--- config.mk ---
export PLATFORM = sky130hd
export DESIGN_NAME = q16fp_cell
export DESIGN_NICKNAME = d
export VERILOG_FILES = /design/src/rtl/q16fp_pkg.sv /design/src/rtl/q16fp_cell.sv
export SDC_FILE = /design/constraint.sdc
export NUM_CORES = 1
export LEC_CHECK = 0
export ABC_AREA = 1
export ABC_CLOCK_PERIOD_IN_PS = 4600
export BUFFER_PORTS_ARGS = -buffer_cell sky130_fd_sc_hd__buf_2
export CAP_MARGIN = 20
export CORE_AREA = 2 2 167 169
export DETAILED_ROUTE_END_ITERATION = 10
export DIE_AREA = 0 0 169 171
export PLACE_DENSITY = 0.69
export RECOVER_POWER = 50
export SETUP_SLACK_MARGIN = 0.05
export SLEW_MARGIN = 10
export SYNTH_ARGS = -nofsm -noshare
export SYNTH_HDL_FRONTEND = slang
export SYNTH_SLANG_ARGS = --single-unit
--- constraint.sdc ---
create_clock -name clock -period 4.6 [get_ports clock]
set_input_delay 0.46 -clock clock [delete_from_list [all_inputs] [get_ports clock]]
set_output_delay 0.46 -clock clock [all_outputs]
set_load 0.01 [all_outputs]
--- src/rtl/q16fp_pkg.sv ---
package q16fp_pkg;

   // operation codes carried in tuser
   typedef enum logic [1:0] {
      FUNC_MUL  = 2'd0,
      FUNC_DIV  = 2'd1,
      FUNC_F2FX = 2'd2,
      FUNC_ABS  = 2'd3
   } func_type;

   // status codes returned in tuser
   typedef enum logic [1:0] {
      ERR_NONE = 2'd0,
      ERR_DIVZ = 2'd1,
      ERR_OVF  = 2'd2
   } err_type;

   // control that rides along the cell chain with each word
   typedef struct packed {
      logic     valid;
      func_type func;
      logic     neg;
      err_type  err;
   } ctrl_type;

   // IEEE single field layout
   localparam int MANT_BITS = 23;
   localparam int EXP_BIAS_SHIFT = 150;

endpackage

--- src/rtl/q16fp_cell.sv ---
module q16fp_cell #(
   parameter int WORD_BITS = 32,
   parameter int DVD_BITS  = 48
) (
   input  logic                       clock,
   input  logic                       reset,
   input  logic                       advance,
   input  q16fp_pkg::ctrl_type        ctrl_i,
   input  logic [WORD_BITS-1:0]       rem_i,
   input  logic [DVD_BITS-1:0]        dvd_i,
   input  logic [WORD_BITS-1:0]       quo_i,
   input  logic [WORD_BITS-1:0]       dsr_i,
   input  logic [2*WORD_BITS-1:0]     aux_i,
   output q16fp_pkg::ctrl_type        ctrl_o,
   output logic [WORD_BITS-1:0]       rem_o,
   output logic [DVD_BITS-1:0]        dvd_o,
   output logic [WORD_BITS-1:0]       quo_o,
   output logic [WORD_BITS-1:0]       dsr_o,
   output logic [2*WORD_BITS-1:0]     aux_o
);
   import q16fp_pkg::*;

   ctrl_type               ctrl_ff;
   logic [WORD_BITS-1:0]   rem_ff, rem_in, quo_ff, quo_in, dsr_ff;
   logic [DVD_BITS-1:0]    dvd_ff, dvd_in;
   logic [2*WORD_BITS-1:0] aux_ff;
   logic [WORD_BITS:0]     trial;
   logic                   qbit;

   // one restoring step: bring down the next dividend bit, subtract if it fits
   always_comb begin
      trial  = {rem_i, dvd_i[DVD_BITS-1]};
      qbit   = (trial >= {1'b0, dsr_i});
      rem_in = qbit ? WORD_BITS'(trial - {1'b0, dsr_i}) : trial[WORD_BITS-1:0];
      quo_in = {quo_i[WORD_BITS-2:0], qbit};
      dvd_in = {dvd_i[DVD_BITS-2:0], 1'b0};
   end

   // clear the control under reset, advance it with the word
   always_ff @(posedge clock) begin
      if (reset) begin
         ctrl_ff <= '0;
      end else if (advance) begin
         ctrl_ff <= ctrl_i;
      end
   end

   // advance the payload
   always_ff @(posedge clock) begin
      if (advance) begin
         rem_ff       <= rem_in;
         quo_ff       <= quo_in;
         dvd_ff       <= dvd_in;
         dsr_ff       <= dsr_i;
         aux_ff       <= aux_i;
      end
   end

   assign ctrl_o = ctrl_ff;
   assign rem_o  = rem_ff;
   assign dvd_o  = dvd_ff;
   assign quo_o  = quo_ff;
   assign dsr_o  = dsr_ff;
   assign aux_o  = aux_ff;

endmodule

Word level (Yosys, flattened, before mapping)
Index checks and enable logic that the tools add are counted.

cells by class
  add/subtract/negate cells = 1
  multiply operators = 0
  div/mod/pow operators = 0
  order comparisons = 1
  equal/unequal tests = 0
  shift operators = 0
  muxes and demuxes = 1
  bitwise operators = 0
  reduce and logical (&&, ||, !) cells = 0

operator list
  operator                                                        number
  33-bit by 32-bit greater-or-equal comparator with 1-bit output  1
  32-bit 2-to-1 mux                                               1
  32-bit subtractor                                               1

word-level totals
  register bits = 213
  bits in latches = 0
  RAM bits = 0
  ROM bits = 0
  bits of input ports = 217
  output and inout bits = 214
  logic and storage cells = 12
  memories = 0

Longest topological paths before layout
  depth after elaboration = 2
  mapped depth = 17
  depth with buffers taken out = 15

Worst setup path before layout
No wires, ideal clock.

  path type = in2reg
  start = input port dvd_i[47]
  end = register rem_ff[16], in the netlist rem_o[16] (data pin)
  library setup time = 253 ps
  data arrival time = 1,821 ps
  data required time = 4,347 ps
  path slack = 2,526 ps
  stages = 13
  buffers on the path = 0
  cells stage by stage = inv_1 -> ha_1 -> fa_1 -> inv_1 -> nand3_1 -> nand3_1 -> nand2_1 -> nand3_1 -> nand3_1 -> nand2_1 -> nand2_1 -> nand3_1 -> nand2_1

between the ends
  cells in the longest elaborated chain, start to end = 2
  elaborated cells between the ends (all ways) = 3
  classes of those cells = add/sub: 1; order compare: 1; mux: 1

RTL lines
  what                                                                                                 RTL line                            source
  from (decl)                                                                                          q16fp_cell.sv:10                    input logic [DVD_BITS-1:0] dvd_i,
  32-bit subtractor or 33-bit by 32-bit greater-or-equal comparator with 1-bit output (tied branches)  q16fp_cell.sv:34, q16fp_cell.sv:33
  32-bit 2-to-1 mux *                                                                                  q16fp_cell.sv:34                    rem_in = qbit ? WORD_BITS'(trial - {1'b0, dsr_i}) : trial[WORD_BITS-1:0];
  net rem_in[16]                                                                                       q16fp_cell.sv:24                    logic [WORD_BITS-1:0] rem_ff, rem_in, quo_ff, quo_in, dsr_ff;
  to (signal assigned)                                                                                 q16fp_cell.sv:51                    rem_ff <= rem_in;
  to (decl)                                                                                            q16fp_cell.sv:24

Mark *: on every way through the listed nets, which the timed path passes. The rest lies on a longest branch.
A chain may end at the register's enable or synchronous reset.

==> flow_metrics.py <==
metrics = {
    "run_status": {
        "status": "finished with violations",
        "violations": "max-capacitance violations, max-slew violations",
    },
    "timing": {
        "rsz0062_at_grt": "no",
        "finalSetupTns_ns": 0,
        "max_slew_margin": -0.714,
        "post-route-period-util": 0.593,
        "fin_ws_ns": 1.87,
        "setup_viol": 0,
        "fin_skew_ns": 0,
        "hold_viol_final": 0,
        "slew_viol_final": 105,
        "fmax_mhz": 367,
        "tightest_slew_ns": 2.57,
        "period_needed_ns": 2.73,
    },
    "route": {
        "wl_per_cell_um": 15.5,
        "dr.pass1.iters": 7,
        "ant_nets": 0,
        "vias": 7505,
        "post-route-drc-count": 0,
        "drtIter0Drc": 464,
        "viasPerCell": 4.43,
        "drt_wl_total_um": 26300,
    },
    "floorplan": {
        "core_mm2": 0.0273,
        "io_pins": 431,
        "die_w_um": 169,
        "core.rowCount": 61,
        "start_util": 0.349,
        "die_h_um": 171,
        "fp.dieArea_mm2": 0.0289,
    },
    "worst_setup_path": {
        "path_depth": 4,
        "path_max_fanout": 105,
        "cp_slowest_cell": "clkbuf_2",
        "critical_path_class": "input port to flip-flop",
        "max_stage_delay_ns": 1.77,
        "worst_setup_path_end_kind": "flip-flop",
        "cp_top_family": "buffers and inverters",
        "startpoint_type": "input port",
        "crit_path_cell_trace": "clkbuf_2 > inv_1 > nand2_1 > a21oi_1",
        "cp_data_arrival_time_ns": 3.11,
        "required_ns": 4.99,
        "crit_buf_inv": 2,
        "ff2ff_path_depth": 2,
    },
    "yosys": {
        "syn_area_mm2": 0.00954,
        "synthFlopType": "edfxtp_1",
        "yosysWarnings": 0,
        "syn_inst": 884,
        "synth_seq_area_share": 0.664,
        "yosys-top-cells-count": "309 x nand2_1, 207 x edfxtp_1, 151 x inv_1",
        "yosysTopAreaCell": "edfxtp_1",
        "yosysMostFrequentCell": "nand2_1",
        "avgSynthCellArea_um2": 10.8,
        "netlist_top_cells_area": "edfxtp_1 65%, nand2_1 12%, inv_1 5.9%",
        "synth-edff-count": 207,
        "ys_types": 30,
        "synthDominantCellAreaShare": 0.652,
        "async_flop_share": 0,
        "syn_nets": 1134,
        "synth_seq_cells": 213,
    },
    "pwr": {
        "peakVddDrop_mv": 0.212,
        "clockPowerShare": 0.340,
        "p_total_w": 0.00483,
        "internal_power_w": 0.00356,
        "combPwrFrac": 0.169,
        "p_sw_frac": 0.262,
        "p_leak_nw": 6.19,
        "switching_power_w": 0.00126,
        "powerDensity_mw_per_mm2": 380,
        "share_seq_of_total_power": 0.492,
    },
    "clock_network": {
        "clk_latency_ns": 0.50,
        "clock-sinks": 213,
        "cts_buffers": 23,
        "htree_num_levels": 1,
        "root_buffer": "clkbuf_16",
        "hold_buffers": 0,
        "cts_setup_buffers": 0,
        "tritoncts": "done",
        "post_cts_resize_count": 0,
        "clkTransAtPathRegs_ns": 0.06,
        "clk_path_buf_depth": 3,
    },
    "place": {
        "dpl.hpwl_um": 20500,
        "gp_congestion": 0.897,
        "preCtsSetupSlack_ns": 1.87,
        "numPortBuffers": 428,
    },
    "hold_path": {
        "worstHoldPathType": "input port to flip-flop",
        "hold_path_depth": 1,
    },
    "final_layout": {
        "area_growth_pct": 33.1,
        "drive_above_1_share": 0.339,
        "num-nets-final": 1581,
    },
    "grt": {
        "grt_max_degree": 106,
        "overflow": 0,
        "track_usage": 0.166,
        "antenna_found_initial": 2,
        "grt_pass1_vias": 7133,
        "grt_pass1_wl_um": 37700,
    },
    "flow_run": {
        "cap_violations": 1,
    },
}
==> cells by family after synthesis <==
kind of cell | share of synthesized area
AND/OR/NAND/NOR | 0.193
flip-flops | 0.664
buffers and inverters | 0.0689
adder cells (fa/ha/maj) | 0.0441
AO/OA/AOI/OAI | 0.0168
XOR/XNOR | 0.0129
other | 0.000393
==> worst paths after layout <==
check,startpoint,endpoint,slack [ns]
max,advance,ctrl_o[0],1.87
min,quo_i[8],quo_o[9],0.13
max reg2reg,ctrl_o[5],ctrl_o[5],3.96
min reg2reg,ctrl_o[4],ctrl_o[4],0.47
==> through the flow <==
stage,cells,utilization,hold slack [ns],cell area [um2]
after floorplan,884,-,0.478,9540
after global placement,1652,0.442,0.448,12100
after detailed placement,1652,0.442,0.461,12100
after CTS,1693,0.466,0.102,12700
after global routing,1695,0.465,0.101,12700
final,1695,0.465,0.129,12700
==> final cells by class <==
cell class | instances | area [um2]
Clock inverter | 13 | 73.8
Clock buffer | 28 | 594
Tap cell | 346 | 433
Fill cell | 2601 | 14600
Multi-Input combinational cell | 510 | 2540
Sequential cell | 213 | 6340
Inverter | 153 | 577
Antenna cell | 2 | 5.00
Timing Repair Buffer | 430 | 2130
==> layout by cell type (no fill, tap or decap), types with 2 or more instances in the layout <==
master / count
clkbuf_1: 36
nor2_2: 6
dfxtp_1: 6
inv_6: 3
o21bai_1: 2
nand2_1: 309
nor3_2: 2
inv_1: 151
nor3_1: 6
edfxtp_1: 207
xor2_1: 13
nand2_4: 3
nand4_1: 2
ha_1: 32
nand3b_1: 10
nand3_1: 37
nand2_2: 11
clkbuf_16: 23
diode_2: 2
clkinv_1: 5
and2_1: 8
o21ai_0: 2
buf_2: 396
nor2_1: 34
a21oi_1: 27
clkinv_2: 4
==> flip-flops by register name (all words and copies together), names as in the netlist <==
signal	count
aux_o	64
dvd_o	47
ctrl_o	6
quo_o	32
rem_o	32
dsr_o	32
==> routing by layer <==
metal  wire, um  share of wire  vias to the layer above  track usage
li1           -              -                     3756            -
met1      10200           0.39                     3426        0.189
met2      13500           0.51                      274        0.308
met3       1830          0.070                       49       0.0393
met4        728          0.028                        0       0.0524
met5          0              0                        -            0
==> power by group through the flow <==
stage	sequential [W]	combinational, W	clock (W)
after global routing	0.00239	0.000899	0.00176
final	0.00237	0.000814	0.00164
after detailed placement	0.00241	0.000820	0
after floorplan	0.00251	0.000322	0
after global placement	0.00241	0.000808	0
after CTS	0.00237	0.000824	0.00169
Note: power is estimated with default switching activity, not from simulation.
